==> src/rtl/core/sstf_pkg.sv <==
// Shared types and constants for the shortest-seek-first scheduler.
// Used by sstf_cell, sstf_ctrl and shortest_seek_first_scheduler_unit.
// No dependencies.
package sstf_pkg;

  // Number of request slots in the cell row (valid range 2 to 63).
  localparam int MAX_REQUESTS = 32;
  localparam int IDX_W        = $clog2(MAX_REQUESTS);
  localparam int CNT_W        = $clog2(MAX_REQUESTS + 1);

  // Field widths
  localparam int CYL_W   = 16;
  localparam int NUM_W   = 6;
  localparam int DIST_W  = 16;
  localparam int TOTAL_W = 21;
  localparam int SUM_W   = 22;

  localparam int IN_DATA_W  = 16;
  localparam int OUT_DATA_W = 64;

  // Controller states
  typedef enum logic [1:0] {
    ST_LOAD,
    ST_LAUNCH,
    ST_SCAN
  } state_t;

  // Search token that walks the cell row, one cell per cycle.
  typedef struct packed {
    logic              valid;
    logic              found;
    logic [DIST_W-1:0] seek;
    logic [IDX_W-1:0]  idx;
    logic [CYL_W-1:0]  cyl;
    logic [NUM_W-1:0]  num;
    logic [CYL_W-1:0]  first_cyl;
    logic [NUM_W-1:0]  first_num;
  } token_t;

  // Broadcast write of an arriving request into one cell.
  typedef struct packed {
    logic             en;
    logic [IDX_W-1:0] idx;
    logic [CYL_W-1:0] cyl;
    logic [NUM_W-1:0] num;
  } load_t;

  // Broadcast swap after a pick: the picked cell takes the first pending
  // entry, and the first pending cell is retired.
  typedef struct packed {
    logic             en;
    logic [IDX_W-1:0] best_idx;
    logic [IDX_W-1:0] first_idx;
    logic [CYL_W-1:0] first_cyl;
    logic [NUM_W-1:0] first_num;
  } upd_t;

endpackage

==> src/rtl/core/sstf_cell.sv <==
// One request slot of the scheduler row, with its stage of the search token.
// Depends on sstf_pkg.
module sstf_cell (
  input  logic                          clk,
  input  logic                          rst_n,
  input  logic [sstf_pkg::IDX_W-1:0]    cell_idx,
  input  logic [sstf_pkg::CYL_W-1:0]    head,
  input  logic [sstf_pkg::IDX_W-1:0]    first_idx,
  input  sstf_pkg::load_t               load,
  input  sstf_pkg::upd_t                upd,
  input  sstf_pkg::token_t              tok_in,
  output sstf_pkg::token_t              tok_out
);

  logic [sstf_pkg::CYL_W-1:0]  cyl_r;
  logic [sstf_pkg::NUM_W-1:0]  num_r;
  logic                        pending_r;
  logic [sstf_pkg::DIST_W-1:0] cell_seek;
  sstf_pkg::token_t            tok_r;
  sstf_pkg::token_t            tok_nxt;

  // Distance from the head to this slot's cylinder.
  assign cell_seek = (cyl_r >= head) ? (cyl_r - head) : (head - cyl_r);

  // Fold this slot into the passing token; strict compare keeps the lower slot on a tie.
  always_comb begin
    tok_nxt = tok_in;
    if (tok_in.valid && pending_r) begin
      if (!tok_in.found || (cell_seek < tok_in.seek)) begin
        tok_nxt.found = 1'b1;
        tok_nxt.seek  = cell_seek;
        tok_nxt.idx   = cell_idx;
        tok_nxt.cyl   = cyl_r;
        tok_nxt.num   = num_r;
      end
      if (cell_idx == first_idx) begin
        tok_nxt.first_cyl = cyl_r;
        tok_nxt.first_num = num_r;
      end
    end
  end

  // Token stage register.
  always_ff @(posedge clk) begin
    if (!rst_n) begin
      tok_r <= '0;
    end else begin
      tok_r <= tok_nxt;
    end
  end

  assign tok_out = tok_r;

  // Slot contents: written on arrival, or overwritten by the swap after a pick.
  always_ff @(posedge clk) begin
    if (load.en && (load.idx == cell_idx)) begin
      cyl_r <= load.cyl;
      num_r <= load.num;
    end else if (upd.en && (upd.best_idx == cell_idx)) begin
      cyl_r <= upd.first_cyl;
      num_r <= upd.first_num;
    end
  end

  // Pending flag: set on arrival, cleared when the slot is the first pending one retired by the swap.
  always_ff @(posedge clk) begin
    if (!rst_n) begin
      pending_r <= 1'b0;
    end else if (load.en && (load.idx == cell_idx)) begin
      pending_r <= 1'b1;
    end else if (upd.en && (upd.first_idx == cell_idx)) begin
      pending_r <= 1'b0;
    end
  end

endmodule

==> config.mk <==
export PLATFORM = sky130hd
export DESIGN_NAME = sstf_cell
export DESIGN_NICKNAME = d
export VERILOG_FILES = /design/src/rtl/core/sstf_pkg.sv /design/src/rtl/core/sstf_cell.sv
export SDC_FILE = /design/constraint.sdc
export NUM_CORES = 1
export LEC_CHECK = 0
export BUFFER_PORTS_ARGS = -buffer_cell sky130_fd_sc_hd__buf_4
export CORE_ASPECT_RATIO = 1.25
export CORE_MARGIN = 2
export CORE_UTILIZATION = 45
export CTS_BUF_LIST = sky130_fd_sc_hd__clkbuf_4 sky130_fd_sc_hd__clkbuf_8
export CTS_CLUSTER_DIAMETER = 40
export DETAILED_ROUTE_END_ITERATION = 7
export GPL_ROUTABILITY_DRIVEN = 0
export GPL_TIMING_DRIVEN = 0
export PLACE_DENSITY = 0.75
export SYNTH_ARGS = -nofsm -noshare
export SYNTH_HDL_FRONTEND = slang
export SYNTH_SLANG_ARGS = --single-unit
==> constraint.sdc <==
create_clock -name clk -period 5.8 [get_ports clk]
set_input_delay 1.16 -clock clk [delete_from_list [all_inputs] [get_ports clk]]
set_output_delay 1.16 -clock clk [all_outputs]
set_load 0.01 [all_outputs]
==> impl_results.md <==
- Result of the run: finished, final reports clean
- Grt met1 use: 28.6%
- Total leakage power: about 3.6 nW
- Final-layout worst hold slack: 525 ps
- Antenna Nets Post-Route: 0
- Number of library cell types mapped by synthesis: 47
- Number of global-route vias before repair: 5,086
- Final Routed Wirelength: around 16 mm
- Maximum root-to-sink buffer count: 2
- Initial Util: 46.4%
- VDD IR max: 0.145 mV
- Cell area after placement: 7260 um2
- GR Util met2: between 40 and 50%
- Vias post-DR: between 5,000 and 6,000
- Vias per inst: 5.11
- Proportion of netlist area held by the largest area contributor: 25.0%
- HPWL Detailed: 13.3 mm
- Endpoint type of the worst setup path: flop
- Total placed cells including tap cells: 980
- Mapped Area: roughly 5400 um2
- Fraction of final layout cells sized beyond drive strength 1: 32.6%
- Crit path launch type: input pin
- Number of pins exceeding their max-slew limit in the final report: 0
- Class of the most critical setup path: input pin to flop
- Placement Rows: 44
- Required time worst endpoint: 6050 ps
- Worst Setup Slack post-DPL: -397 ps
- Clk sink count: 90
- Register bit total from synthesis: 90
- Number of search-and-repair iterations in the first detailed-routing pass: 4
- Sequential area share after synthesis: a little under two fifths
- GRT Resource Usage Total: 25.2%
- Post-route design area: 7480 um2
- Worst Skew: 6.42 ps
- Data arrival time of the critical path: around 5800 ps
- Total DRC errors in the routed layout: 0
- Core utilization of the finished layout: 63.8%
- Period Utilization, post-route: 96.4%
- Fin crit period: 5590 ps
- Area taken by multi-input logic gates: 3020 um2
- Filler Cells Inserted: 1,020
- Overall die width: 102 um
- Non-filler instance count after layout: 995
- Number of I/O pins: roughly 220
- Number of DRC violations after detailed-routing iteration 0: 209
- Total negative slack: 0 ps
- Async S/R FF share, synth: 0%
- Number of I/O port buffers: 216
- Setup violations, final: 0
- Maximum capacitance violations: 0
- Global routing met3 resource utilization: 5.40%
- Die Y: about 130 um
- Count of antenna diodes in the layout: 0
- Post-synth EDFFs: 22
- Achievable clock frequency: 0.179 GHz
- TritonCTS clock tree: yes
- Maximum number of pins on one net before global-route repair: 23
- Wire length of the first global-routing pass: 25.2 mm
- Mean instance size in the synthesized netlist: 9.02 um2
- Transition time at the pin with the least slew margin: 749 ps
- Final total power: 1.58 mW
- Clock transition at the register clock pins on the worst setup and hold paths after CTS: 100 ps
- Post-DR wirelength/cell: 16.5 um
- Worst-Skew Late Latency: around 370 ps
- Top cells by area in the synthesized netlist: dfxtp_1 (25%), edfxtp_1 (12%), ha_1 (11%)
- Peak-usage layer in the global routing report: met2
- Total CTS buffers: 9
- Layout Area Growth over Synthesis: 37.4%
- Power per cell area: 211 nW/um2
- Syn_nets: 807
- Library cell with the largest summed area after synthesis: dfxtp_1
- Leading register cell type out of synthesis: dfxtp_1
- Nets@finish: around 1,000
- Cell chosen for the clock root: clkbuf_8
- Floorplan core area: 11,700 um2
- FF+latch area: 2020 um2
- Count of final hold-check violations: 0
- PnR worst setup slack: between 200 and 250 ps
- Congestion Overflow GR: 0
- Area of the die: 13,000 um2
- Slew margin rel.: approximately half
- Post-CTS setup buffer count: 0
- Worst min-delay path category: flop to flop
- Antenna violations before repair: 0
- Gate count of the mapped netlist: 603
- Maximum fanout along the worst path: 10
- H-tree depth reported by CTS: 3
- Yosys warning count: 0
-- path summary, 6_finish.rpt --
check | start | to | slack [ps] | cells after the start
setup reg to reg | cyl_r[0] | tok_out[39] | 540 | 21
hold / removal | num_r[4] | tok_out[4] | 530 | 2
hold reg to reg | num_r[4] | tok_out[4] | 530 | 2
setup / recovery | head[9] | tok_out[39] | 210 | 21
-- placed cells by master, fill, tap and decap left out, drive strengths merged, types with 2 or more instances in the layout --
cell / n
or2: 2
ha: 46
a21o: 10
inv: 67
nor2: 81
a31oi: 2
nand3: 9
a211oi: 6
and3: 2
fa: 2
xor2: 19
nor3: 4
mux2i: 46
nand4: 4
clkbuf: 33
mux2: 27
a21oi: 58
o21ai: 28
edfxtp: 22
o21a: 2
and2: 2
clkinvlp: 3
buf: 226
nor4: 7
nand2: 13
xnor2: 15
o21bai: 8
dfxtp: 68
a2111oi: 4
nor2b: 3
a311oi: 2
-- cell families (layout without fill, tap and decap cells) --
| logic type | Yosys count | in the layout | share of synthesized area (%) |
|---|---|---|---|
| AO/OA/AOI/OAI | 128 | 128 | 13.9 |
| adder cells (fa/ha/maj) | 48 | 48 | 11.3 |
| buffers and inverters | 100 | 331 | 7.45 |
| XOR/XNOR | 34 | 34 | 5.47 |
| multiplexers | 73 | 73 | 14.1 |
| AND/OR/NAND/NOR | 130 | 130 | 10.6 |
| flip-flops | 90 | 90 | 37.2 |
-- power by group --
part	switching, mW	internal, mW
clock	0.251	0.202
sequential	0.0129	0.675
combinational	0.218	0.221
-- worst max-delay path: stages --
cell       delay [ps]
buf_4             100
inv_1              40
ha_1              260
buf_2             180
nand4_1           270
nor4_2            470
nor3_1             80
o21ai_1            80
nand2_1           210
buf_6             240
mux2_1            340
ha_1              280
a2111oi_0         410
nor4_1            120
a2111oi_1         430
nor4_1            140
nor4_4            280
buf_6             240
buf_6             210
mux2i_1           230
nor2_1             50
-- synthesized netlist by cell type (all sizes together) (10+ instances only) --
library cell  instances
nor2                 81
buf                  10
nand2                13
a21oi                58
xor2                 19
ha                   46
xnor2                15
inv                  65
o21ai                28
mux2                 27
clkbuf               25
a21o                 10
edfxtp               22
mux2i                46
dfxtp                68
-- sequential cells by signal, indices dropped and copies added (netlist names) --
signal     cells
pending_r      1
num_r          6
tok_out       67
cyl_r         16
-- repair_timing --
action | 4_1_cts | 5_1_grt
pin swaps | 0 | 0
hold buffers | 0 | 0
endpoints found under the setup margin | 2 | 31
resized for setup | 1 | 5
-- metal layers --
| metal | vias to the layer above | routed length (um) |
|---|---|---|
| met1 | 2355 | 6400 |
| met4 | 0 | 472 |
| li1 | 2503 | - |
| met5 | - | 0 |
| met2 | 195 | 8570 |
| met3 | 32 | 982 |
-- area by class of cell --
cell class | count | area share [%]
timing repair buffer | 216 | 21.7
multi-input combinational | 413 | 40.4
buffer | 34 | 2.19
tap | 161 | 2.69
clock buffer | 9 | 1.66
sequential | 90 | 27.0
clock inverter | 7 | 1.02
inverter | 65 | 3.26
(Power assumes the default switching activity.)
