### src/rtl/core/sstf_pkg.sv
// Shared types and constants for the shortest-seek-first scheduler.
// Used by sstf_cell, sstf_ctrl and shortest_seek_first_scheduler_unit.
// No dependencies.
package sstf_pkg;

  // Number of request slots in the cell row (valid range 2 to 63).
  localparam int MAX_REQUESTS = 32;
  localparam int IDX_W        = $clog2(MAX_REQUESTS);
  localparam int CNT_W        = $clog2(MAX_REQUESTS + 1);

  // Field widths
  localparam int CYL_W   = 16;
  localparam int NUM_W   = 6;
  localparam int DIST_W  = 16;
  localparam int TOTAL_W = 21;
  localparam int SUM_W   = 22;

  localparam int IN_DATA_W  = 16;
  localparam int OUT_DATA_W = 64;

  // Controller states
  typedef enum logic [1:0] {
    ST_LOAD,
    ST_LAUNCH,
    ST_SCAN
  } state_t;

  // Search token that walks the cell row, one cell per cycle.
  typedef struct packed {
    logic              valid;
    logic              found;
    logic [DIST_W-1:0] seek;
    logic [IDX_W-1:0]  idx;
    logic [CYL_W-1:0]  cyl;
    logic [NUM_W-1:0]  num;
    logic [CYL_W-1:0]  first_cyl;
    logic [NUM_W-1:0]  first_num;
  } token_t;

  // Broadcast write of an arriving request into one cell.
  typedef struct packed {
    logic             en;
    logic [IDX_W-1:0] idx;
    logic [CYL_W-1:0] cyl;
    logic [NUM_W-1:0] num;
  } load_t;

  // Broadcast swap after a pick: the picked cell takes the first pending
  // entry, and the first pending cell is retired.
  typedef struct packed {
    logic             en;
    logic [IDX_W-1:0] best_idx;
    logic [IDX_W-1:0] first_idx;
    logic [CYL_W-1:0] first_cyl;
    logic [NUM_W-1:0] first_num;
  } upd_t;

endpackage

### src/rtl/core/sstf_ctrl.sv
// Sequencer of the scheduler: loading, token launch, pick, swap and result register.
// Depends on sstf_pkg.
module sstf_ctrl (
  input  logic                            clk,
  input  logic                            rst_n,
  // Request channel handshake and payload
  input  logic                            in_tvalid,
  output logic                            in_tready,
  input  logic [sstf_pkg::CYL_W-1:0]      in_cyl,
  input  logic                            in_last,
  // Start head register write
  input  logic                            cfg_valid,
  input  logic [sstf_pkg::CYL_W-1:0]      cfg_data,
  // Result register
  output logic                            out_valid,
  input  logic                            out_ready,
  output logic [sstf_pkg::NUM_W-1:0]      out_num,
  output logic [sstf_pkg::CYL_W-1:0]      out_cyl,
  output logic [sstf_pkg::DIST_W-1:0]     out_dist,
  output logic [sstf_pkg::TOTAL_W-1:0]    out_total,
  output logic                            out_last,
  // Cell row
  output logic [sstf_pkg::CYL_W-1:0]      head,
  output logic [sstf_pkg::IDX_W-1:0]      first_idx,
  output sstf_pkg::load_t                 load,
  output sstf_pkg::upd_t                  upd,
  output sstf_pkg::token_t                tok_launch,
  input  sstf_pkg::token_t                tok_done
);

  localparam logic [sstf_pkg::CNT_W-1:0] MAX_CNT = sstf_pkg::CNT_W'(sstf_pkg::MAX_REQUESTS);

  sstf_pkg::state_t               state_r, state_nxt;
  logic [sstf_pkg::CNT_W-1:0]     count_r, count_nxt;
  logic [sstf_pkg::CNT_W-1:0]     first_r, first_nxt;
  logic [sstf_pkg::CNT_W:0]       count_inc;
  logic [sstf_pkg::CNT_W:0]       first_inc;
  logic [sstf_pkg::CYL_W-1:0]     start_head_r;
  logic [sstf_pkg::CYL_W-1:0]     head_r, head_nxt;
  logic [sstf_pkg::SUM_W-1:0]     sum_r, sum_nxt;
  logic [sstf_pkg::SUM_W-1:0]     sum_add;
  logic                           out_valid_r, out_valid_nxt;
  logic [sstf_pkg::NUM_W-1:0]     out_num_r;
  logic [sstf_pkg::CYL_W-1:0]     out_cyl_r;
  logic [sstf_pkg::DIST_W-1:0]    out_dist_r;
  logic [sstf_pkg::TOTAL_W-1:0]   out_total_r;
  logic                           out_last_r;
  logic                           in_fire;
  logic                           out_free;
  logic                           pick;
  logic                           batch_end;

  assign in_tready = (state_r == sstf_pkg::ST_LOAD);
  assign in_fire   = in_tvalid && in_tready;
  assign out_free  = !out_valid_r || out_ready;
  assign pick      = (state_r == sstf_pkg::ST_SCAN) && tok_done.valid;
  assign count_inc = {1'b0, count_r} + 1'b1;
  assign first_inc = {1'b0, first_r} + 1'b1;
  assign batch_end = (first_inc == {1'b0, count_r});
  assign sum_add   = sum_r + sstf_pkg::SUM_W'(tok_done.seek);

  // Start head register; always ready.
  always_ff @(posedge clk) begin
    if (!rst_n) begin
      start_head_r <= '0;
    end else if (cfg_valid) begin
      start_head_r <= cfg_data;
    end
  end

  // Arriving request goes to the next free slot; a request past capacity is dropped.
  always_comb begin
    load.en  = in_fire && (count_r < MAX_CNT);
    load.idx = count_r[sstf_pkg::IDX_W-1:0];
    load.cyl = in_cyl;
    load.num = sstf_pkg::NUM_W'(count_inc);
  end

  // Swap broadcast on each pick.
  always_comb begin
    upd.en        = pick;
    upd.best_idx  = tok_done.idx;
    upd.first_idx = first_r[sstf_pkg::IDX_W-1:0];
    upd.first_cyl = tok_done.first_cyl;
    upd.first_num = tok_done.first_num;
  end

  // Fresh token enters slot zero once the result register can take its pick.
  always_comb begin
    tok_launch       = '0;
    tok_launch.valid = (state_r == sstf_pkg::ST_LAUNCH) && out_free;
  end

  // Next state and datapath updates.
  always_comb begin
    state_nxt     = state_r;
    count_nxt     = count_r;
    first_nxt     = first_r;
    head_nxt      = head_r;
    sum_nxt       = sum_r;
    out_valid_nxt = out_valid_r && !out_ready;
    case (state_r)
      sstf_pkg::ST_LOAD: begin
        if (load.en) begin
          count_nxt = count_inc[sstf_pkg::CNT_W-1:0];
        end
        if (in_fire && in_last) begin
          head_nxt  = start_head_r;
          sum_nxt   = '0;
          first_nxt = '0;
          state_nxt = sstf_pkg::ST_LAUNCH;
        end
      end
      sstf_pkg::ST_LAUNCH: begin
        if (out_free) begin
          state_nxt = sstf_pkg::ST_SCAN;
        end
      end
      sstf_pkg::ST_SCAN: begin
        if (pick) begin
          out_valid_nxt = 1'b1;
          sum_nxt       = sum_add;
          head_nxt      = tok_done.cyl;
          if (batch_end) begin
            count_nxt = '0;
            first_nxt = '0;
            state_nxt = sstf_pkg::ST_LOAD;
          end else begin
            first_nxt = first_inc[sstf_pkg::CNT_W-1:0];
            state_nxt = sstf_pkg::ST_LAUNCH;
          end
        end
      end
      default: begin
        state_nxt = sstf_pkg::ST_LOAD;
      end
    endcase
  end

  // Control registers.
  always_ff @(posedge clk) begin
    if (!rst_n) begin
      state_r     <= sstf_pkg::ST_LOAD;
      count_r     <= '0;
      first_r     <= '0;
      head_r      <= '0;
      sum_r       <= '0;
      out_valid_r <= 1'b0;
    end else begin
      state_r     <= state_nxt;
      count_r     <= count_nxt;
      first_r     <= first_nxt;
      head_r      <= head_nxt;
      sum_r       <= sum_nxt;
      out_valid_r <= out_valid_nxt;
    end
  end

  // Result payload, loaded on each pick.
  always_ff @(posedge clk) begin
    if (pick) begin
      out_num_r   <= tok_done.num;
      out_cyl_r   <= tok_done.cyl;
      out_dist_r  <= tok_done.seek;
      out_total_r <= sum_add[sstf_pkg::TOTAL_W-1:0];
      out_last_r  <= batch_end;
    end
  end

  assign out_valid = out_valid_r;
  assign out_num   = out_num_r;
  assign out_cyl   = out_cyl_r;
  assign out_dist  = out_dist_r;
  assign out_total = out_total_r;
  assign out_last  = out_last_r;
  assign head      = head_r;
  assign first_idx = first_r[sstf_pkg::IDX_W-1:0];

  // A token only leaves the row while the sequencer waits for it.
  a_token_in_scan : assert property (@(posedge clk) disable iff (!rst_n)
    tok_done.valid |-> (state_r == sstf_pkg::ST_SCAN))
    else $error("search token arrived outside a scan");

  // Every scan runs over a nonempty pending set, so it must find a slot.
  a_token_found : assert property (@(posedge clk) disable iff (!rst_n)
    tok_done.valid |-> tok_done.found)
    else $error("search token finished without a pending slot");

  // While serving, the served count stays below the loaded count.
  a_first_below_count : assert property (@(posedge clk) disable iff (!rst_n)
    (state_r != sstf_pkg::ST_LOAD) |-> (first_r < count_r))
    else $error("served count reached the loaded count while serving");

  // The loaded count never exceeds the number of slots.
  a_count_bound : assert property (@(posedge clk) disable iff (!rst_n)
    count_r <= MAX_CNT)
    else $error("loaded count beyond capacity");

  // A pick never finds the result register still holding an untaken result.
  a_no_overwrite : assert property (@(posedge clk) disable iff (!rst_n)
    pick |-> !out_valid_r)
    else $error("pick would overwrite a pending result");

endmodule

### config.mk
export PLATFORM = sky130hd
export DESIGN_NAME = sstf_ctrl
export DESIGN_NICKNAME = d
export VERILOG_FILES = /design/src/rtl/core/sstf_pkg.sv /design/src/rtl/core/sstf_ctrl.sv
export SDC_FILE = /design/constraint.sdc
export NUM_CORES = 1
export LEC_CHECK = 0
export BUFFER_PORTS_ARGS = -buffer_cell sky130_fd_sc_hd__buf_4
export CORE_MARGIN = 10
export CORE_UTILIZATION = 43
export CTS_CLUSTER_DIAMETER = 150
export DETAILED_ROUTE_END_ITERATION = 12
export PLACE_DENSITY = 0.78
export SLEW_MARGIN = 10
export SYNTH_ARGS = -nofsm -noshare
export SYNTH_HDL_FRONTEND = slang
export SYNTH_SLANG_ARGS = --single-unit
### constraint.sdc
create_clock -name clk -period 2.8 [get_ports clk]
set_clock_uncertainty 0.15 [all_clocks]
set_input_delay 0.14 -clock clk [delete_from_list [all_inputs] [get_ports clk]]
set_output_delay 0.14 -clock clk [all_outputs]
set_load 0.05 [all_outputs]
==> results of run 1 <==
-- per-layer routing --
metal | wire [um] | track usage | up-vias
li1 | - | - | 2366
met1 | 6800 | 0.179 | 2324
met2 | 8680 | 0.272 | 212
met3 | 1650 | 0.0727 | 25
met4 | 251 | 0.0537 | 0
met5 | 0 | 0 | -
-- synthesized netlist by cell type, types with 4 or more instances --
library cell | instances | area (um2)
a22oi_1 | 5 | 37.5
and2_1 | 9 | 56.3
a21o_1 | 6 | 45.0
buf_4 | 126 | 946
nand4_1 | 6 | 37.5
edfxtp_1 | 60 | 1800
o21ai_0 | 19 | 95.1
nor2b_1 | 29 | 181
and3_1 | 5 | 31.3
or3_1 | 4 | 25.0
dfxtp_1 | 68 | 1360
clkbuf_1 | 17 | 63.8
nand2_1 | 42 | 158
a21oi_1 | 27 | 135
xnor2_1 | 17 | 149
buf_2 | 7 | 35.0
nor2_1 | 16 | 60.1
mux2i_1 | 33 | 330
a31oi_1 | 5 | 31.3
xor2_1 | 10 | 87.6
o21a_1 | 4 | 30.0
ha_1 | 18 | 225
inv_1 | 10 | 37.5
nand3_1 | 11 | 55.1
a22o_1 | 7 | 61.3
o211a_1 | 17 | 170
-- metrics by stage --
stage	setup WS [ns]	instances
final	0.169	991
after global routing	0.0380	991
after CTS	0.0832	990
after detailed placement	0.212	901
after global placement	0.249	901
after floorplan	0.125	695
-- worst min-delay path, stage by stage --
cell     delay (ns)
buf_4          0.21
mux2i_1        0.17
nor2b_1        0.05
-- cell families (layout without fill, tap and decap cells) --
kind of cell,Yosys count,in the layout,share of synthesized area
XOR/XNOR,28,28,0.0387
other,1,66,0.000560
adder cells (fa/ha/maj),19,19,0.0366
buffers and inverters,162,270,0.166
AO/OA/AOI/OAI,117,117,0.123
multiplexers,33,33,0.0493
AND/OR/NAND/NOR,142,142,0.113
flip-flops,128,128,0.473
-- cells in the final DEF, fill, tap and decap left out, drive strengths merged, types with 3 or more instances in the layout --
master / Yosys / routed
and4: 3 / 3
nand4: 6 / 6
a32o: 3 / 3
conb: 1 / 66
clkinv: 0 / 7
a22o: 7 / 7
o211a: 17 / 17
nor2b: 29 / 29
a21oi: 27 / 27
clkinvlp: 0 / 5
ha: 18 / 18
dlygate4sd3: 0 / 57
o31a: 3 / 3
a22oi: 5 / 5
o21ai: 22 / 22
o21a: 4 / 4
dfxtp: 68 / 68
and3: 6 / 6
nor3: 3 / 3
inv: 10 / 10
nand3: 11 / 11
nor3b: 3 / 3
and2: 10 / 10
nand2: 43 / 43
edfxtp: 60 / 60
xor2: 10 / 10
a21o: 6 / 6
mux2i: 33 / 33
xnor2: 17 / 17
clkbuf: 17 / 18
a31oi: 5 / 5
buf: 135 / 171
or3: 4 / 4
nor2: 16 / 16
-- path summary, 6_finish.rpt --
path	start	to
worst min register to register	sum_r[7]	sum_r[7]
worst min-delay path	cfg_valid	start_head_r[8]
worst max-delay path	tok_done[49]	out_total[20]
worst max register to register	sum_r[0]	out_total[20]
-- timing repair --
action	in CTS	in global routing
buffers inserted	0	1
hold buffers	57	0
hold endpoints to repair	82	0
endpoints found under the setup margin	0	2
resized for setup	0	1
-- final cells by class --
class	count	area, um2	area share
multi-input combinational	405	2680	0.313
clock inverter	14	143	0.0167
clock buffer	18	439	0.0513
timing repair buffer	228	1850	0.217
tap	188	235	0.0275
sequential	128	3160	0.370
inverter	10	37.5	0.00439
-- registers in the layout, indices dropped and copies added, names as in the netlist --
| name | count |
|---|---|
| start_head_r | 16 |
| state_r | 2 |
| first_r | 6 |
| out_last | 1 |
| out_dist | 16 |
| sum_r | 21 |
| out_valid | 1 |
| out_num | 6 |
| head | 16 |
| out_total | 21 |
| count_r | 6 |
| out_cyl | 16 |
-- power by group --
part           internal (W)  total (W)  switching [W]
clock               0.00133    0.00217       0.000848
sequential          0.00205    0.00210      0.0000481
combinational      0.000334    0.00105       0.000717
==> metrics.json, run 1 <==
{
  "timing.setup.tns": {"value": 0, "unit": "ns"},
  "worst_slew_margin_rel": {"value": 0.535},
  "post_synth_num_cell_types": {"value": 60},
  "cts_tree": {"value": "done"},
  "syn_area": {"value": 0.00669, "unit": "mm2"},
  "clk_latency": {"value": 0.42, "unit": "ns"},
  "syn_inst": {"value": 630},
  "drv_cap": {"value": 0},
  "hpwlAfterDp": {"value": 12200, "unit": "um"},
  "final_hold_viol_count": {"value": 0},
  "vdd_drop_max": {"value": 501, "unit": "uV"},
  "timing.reg2reg.worst_path_depth": {"value": 8},
  "grt_antenna_before_repair": {"value": 0},
  "number_of_synthesized_register_bits": {"value": 128},
  "timing.critical_path.to_type": {"value": "flip-flop"},
  "crit_arrival": {"value": 2.65, "unit": "ns"},
  "clock-sinks": {"value": 128},
  "critical_path.max_stage_delay": {"value": 0.54, "unit": "ns"},
  "kind_of_critical_path": {"value": "in -> reg"},
  "gp_congestion": {"value": 0.889},
  "power.leakage": {"value": 3.79, "unit": "nW"},
  "detail_route.drc_violations": {"value": 0},
  "postPlaceCellArea": {"value": 0.00739, "unit": "mm2"},
  "timing.hold.worst_path_depth": {"value": 3},
  "cp_slowest_cell": {"value": "dlygate4sd3_1"},
  "setup_viol_count_final": {"value": 0},
  "grt_overflow_total": {"value": 0},
  "antenna-diode-count": {"value": 0},
  "standard_cell_row_count": {"value": 45},
  "timing.critical_path.required": {"value": 2.81, "unit": "ns"},
  "finalCoreUtilization": {"value": 0.563},
  "first_global_vias": {"value": 5067},
  "grt_max_degree": {"value": 39},
  "boundaryPins": {"value": 316},
  "yosysSeqAreaShare": {"value": 0.473},
  "path_delay_family": {"value": "compound AO/OA/AOI/OAI gates"},
  "ff2ff_setup_slack": {"value": 0.28, "unit": "ns"},
  "critPathLaunchType": {"value": "input port"},
  "die_h": {"value": 145, "unit": "um"},
  "grtUsageTotal": {"value": 0.162},
  "worst_slew_pin_slew": {"value": 0.698, "unit": "ns"},
  "fmaxAchievable": {"value": 380, "unit": "MHz"},
  "via_per_inst": {"value": 4.97},
  "fin_hold_ws": {"value": 0.0582, "unit": "ns"},
  "clk_path_buf_depth": {"value": 2},
  "clk_root_buffer_cell": {"value": "clkbuf_16"},
  "num-nets-final": {"value": 914},
  "dominantRegCellSynth": {"value": "dfxtp_1"},
  "die_w": {"value": 145, "unit": "um"},
  "synthesis.yosys.warnings": {"value": 0},
  "routed-via-count": {"value": 4927},
  "classification_of_the_worst_slack_hold_path": {"value": "in -> reg"},
  "syn_area_per_cell": {"value": 10.6, "unit": "um2"},
  "fp.dieArea": {"value": 0.0210, "unit": "mm2"},
  "clkSlewWorstSetupHoldPaths": {"value": 0.06, "unit": "ns"},
  "grt_pass1_wl": {"value": 26800, "unit": "um"},
  "unrepaired_setup_endpoints_after_global_routing": {"value": "false"},
  "synth_edf_count": {"value": 60},
  "flow.area_growth_from_synthesis": {"value": 27.8, "unit": "%"},
  "ant_nets": {"value": 0},
  "floorplan.initialDensity": {"value": 0.440},
  "drive_gt1_frac": {"value": 0.264},
  "critical_path.max_fanout": {"value": 7},
  "critical_path_buf_inv_count": {"value": 2},
  "coreArea": {"value": 0.0152, "unit": "mm2"},
  "total_power": {"value": 0.00532, "unit": "W"},
  "detailed_routing_iteration_count_for_the_pre_antenna_repair_pass": {"value": 5},
  "drt_iter0_markers": {"value": 322},
  "port-buffer-count": {"value": 162},
  "power_per_standard_cell_area": {"value": 622, "unit": "mW/mm2"},
  "cts-buffers-inserted": {"value": 17},
  "nFillCells": {"value": 1253},
  "post_drt_wl_per_cell": {"value": 17.5, "unit": "um"},
  "async_reset_ff_frac": {"value": 0},
  "wl": {"value": 17400, "unit": "um"},
  "period_minus_slack": {"value": 2.63, "unit": "ns"},
  "final-max-slew-violation-count": {"value": 0},
  "cp_cell_sequence": {"value": "dlygate4sd3_1 -> buf_4 -> ha_1 -> fa_1 -> a21oi_1 -> o211ai_1 -> a31oi_2 -> o221a_2 -> nor2_1 -> xor2_1"},
  "final_design_area_no_fill": {"value": 0.00855, "unit": "mm2"},
  "cts_max_level": {"value": 4},
  "run_status": {"value": "complete, no violations"},
  "cp.depth": {"value": 10},
  "fin_crit_sh": {"value": 0.940}
}
(Power assumes the default switching activity.)
==> run 2: changes to the inputs <==
CORE_ASPECT_RATIO = 1.1   (was not set)
==> run 2 against run 1 <==
Non-clock buffer count fell by 4. Worst hold slack gained 0.0065 ns. Combinational power barely moved. Clock-buffer cell count rose by 2. Critical path depth is the same. Flip-flop and latch count did not move. Critical path type unchanged. Largest cell class unchanged.
==> metrics.json, run 2 (synthesized netlist as in run 1, its figures left out) <==
{
  "detailed_routing_iteration_count_for_the_pre_antenna_repair_pass": {"value": 4, "change": "-1"},
  "fin_crit_sh": {"value": 0.975, "change": "+0.0348"},
  "hpwlAfterDp": {"value": 12300, "unit": "um", "change": "+0.47%"},
  "cts-buffers-inserted": {"value": 17, "change": "unchanged"},
  "boundaryPins": {"value": 316, "change": "unchanged"},
  "critical_path.max_fanout": {"value": 8, "change": "+1"},
  "layout.cells.most_common": {"value": "buf_4"},
  "port-buffer-count": {"value": 162, "change": "unchanged"},
  "critPathLaunchType": {"value": "input port"},
  "power.leakage": {"value": 3.78, "unit": "nW", "change": "-0.37%"},
  "fp.dieArea": {"value": 0.0210, "unit": "mm2", "change": "about the same"},
  "drv_cap": {"value": 0, "change": "unchanged"},
  "clk_path_buf_depth": {"value": 2, "change": "unchanged"},
  "num-nets-final": {"value": 910, "change": "-0.44%"},
  "classification_of_the_worst_slack_hold_path": {"value": "in -> reg"},
  "coreArea": {"value": 0.0152, "unit": "mm2", "change": "-0.20%"},
  "cp_cell_sequence": {"value": "dlygate4sd3_1 -> buf_4 -> ha_1 -> fa_1 -> a21oi_1 -> o211ai_1 -> a31oi_2 -> o221a_2 -> nor2_1 -> xor2_1"},
  "drive_gt1_frac": {"value": 0.262, "change": "-0.00243"},
  "total_power": {"value": 0.00533, "unit": "W", "change": "+0.16%"},
  "power_per_standard_cell_area": {"value": 624, "unit": "mW/mm2", "change": "+0.33%"},
  "routed-via-count": {"value": 4885, "change": "-0.85%"},
  "clk_root_buffer_cell": {"value": "clkbuf_16"},
  "first_global_vias": {"value": 5136, "change": "+1.4%"},
  "die_h": {"value": 151, "unit": "um", "change": "+4.2%"},
  "grt_max_degree": {"value": 51, "change": "+31%"},
  "flow.area_growth_from_synthesis": {"value": 27.6, "unit": "%"},
  "wl": {"value": 17000, "unit": "um", "change": "-2.0%"},
  "clk_latency": {"value": 0.41, "unit": "ns", "change": "about the same"},
  "final-max-slew-violation-count": {"value": 0, "change": "unchanged"},
  "final_hold_viol_count": {"value": 0, "change": "unchanged"},
  "detail_route.drc_violations": {"value": 0, "change": "unchanged"},
  "kind_of_critical_path": {"value": "in -> reg"},
  "fin_hold_ws": {"value": 0.0647, "unit": "ns", "change": "+0.00648 ns"},
  "standard_cell_row_count": {"value": 47, "change": "+4.4%"},
  "path_delay_family": {"value": "compound AO/OA/AOI/OAI gates"},
  "floorplan.initialDensity": {"value": 0.441, "change": "+0.000872"},
  "timing.critical_path.required": {"value": 2.80, "unit": "ns", "change": "about the same"},
  "post_drt_wl_per_cell": {"value": 17.1, "unit": "um", "change": "-2.4%"},
  "gp_congestion": {"value": 0.837, "change": "-5.9%"},
  "critical_path.max_stage_delay": {"value": 0.57, "unit": "ns", "change": "+0.03 ns"},
  "drt_iter0_markers": {"value": 319, "change": "-0.93%"},
  "grtUsageTotal": {"value": 0.156, "change": "-0.00591"},
  "timing.critical_path.to_type": {"value": "flip-flop"},
  "critical_path_buf_inv_count": {"value": 2, "change": "unchanged"},
  "clock-sinks": {"value": 128, "change": "unchanged"},
  "grt_overflow_total": {"value": 0, "change": "unchanged"},
  "antenna-diode-count": {"value": 0, "change": "unchanged"},
  "clkSlewWorstSetupHoldPaths": {"value": 0.05, "unit": "ns", "change": "about the same"},
  "finalCoreUtilization": {"value": 0.563, "change": "about the same"},
  "timing.setup.tns": {"value": 0, "unit": "ns", "change": "unchanged"},
  "setup_viol_count_final": {"value": 0, "change": "unchanged"},
  "fmaxAchievable": {"value": 366, "unit": "MHz", "change": "-3.6%"},
  "cp_slowest_cell": {"value": "dlygate4sd3_1"},
  "crit_arrival": {"value": 2.73, "unit": "ns", "change": "+0.08 ns"},
  "grt_antenna_before_repair": {"value": 0, "change": "unchanged"},
  "via_per_inst": {"value": 4.91, "change": "-1.3%"},
  "ant_nets": {"value": 0, "change": "unchanged"},
  "period_minus_slack": {"value": 2.73, "unit": "ns", "change": "+0.0975 ns"},
  "grt_pass1_wl": {"value": 26600, "unit": "um", "change": "-1.0%"},
  "vdd_drop_max": {"value": 327, "unit": "uV", "change": "-35%"},
  "mostFrequentLayoutCells": {"value": "168 x buf_4, 68 x dfxtp_1, 66 x conb_1"},
  "die_w": {"value": 139, "unit": "um", "change": "-4.0%"},
  "run_status": {"value": "complete, no violations"},
  "cts_max_level": {"value": 4, "change": "unchanged"},
  "cts_tree": {"value": "done"}
}
run 2: path summary, 6_finish.rpt:
kind           startpoint            end  slack, ns  cells past startpoint
max reg2reg      sum_r[0]  out_total[18]       0.21                      8
min                 rst_n     count_r[0]       0.06                      2
max          tok_done[49]  out_total[18]       0.07                     10
min reg2reg      sum_r[2]       sum_r[2]       0.31                      2
run 2: power breakdown:
group	internal (W)	switching (W)
clock	0.00136	0.000831
sequential	0.00205	0.0000482
combinational	0.000330	0.000711
total	0.00374	0.00159
run 2: repair_timing:
item,4_1_cts,5_1_grt
setup buffers,0,0
resized for setup,0,1
hold buffers,56,0
setup endpoints to repair,0,3
hold endpoints to repair,74,0
run 2: per-stage QoR:
stage	instance area (um2)	worst slack, ns	instances
floorplan	6940	0.125	695
global placement	7380	0.246	907
detailed placement	7380	0.210	907
CTS	8530	0.0794	995
global route	8540	-0.0215	995
finish	8540	0.0710	995
run 2: cell type report:
| type | count | area (um2) |
|---|---|---|
| Fill cell | 1299 | 6630 |
| Inverter | 10 | 37.5 |
| Tap cell | 196 | 245 |
| Multi-Input combinational cell | 405 | 2680 |
| Clock inverter | 12 | 134 |
| Clock buffer | 20 | 457 |
| Sequential cell | 128 | 3160 |
| Timing Repair Buffer | 224 | 1820 |
run 2: worst register-to-register path, delay by kind of cell, from the launching register on:
kind,cells,cell delay (ns)
compound gates,4,1.04
fa+ha+maj,2,0.62
flops,1,0.31
xor+xnor,1,0.14
simple gates,1,0.07
run 2: metal layers:
layer | vias up | global-route usage | part of all wire
met5 | - | 0 | 0
met4 | 0 | 0.0762 | 0.028
met3 | 50 | 0.0720 | 0.099
met2 | 212 | 0.272 | 0.50
met1 | 2269 | 0.156 | 0.37
li1 | 2354 | - | -
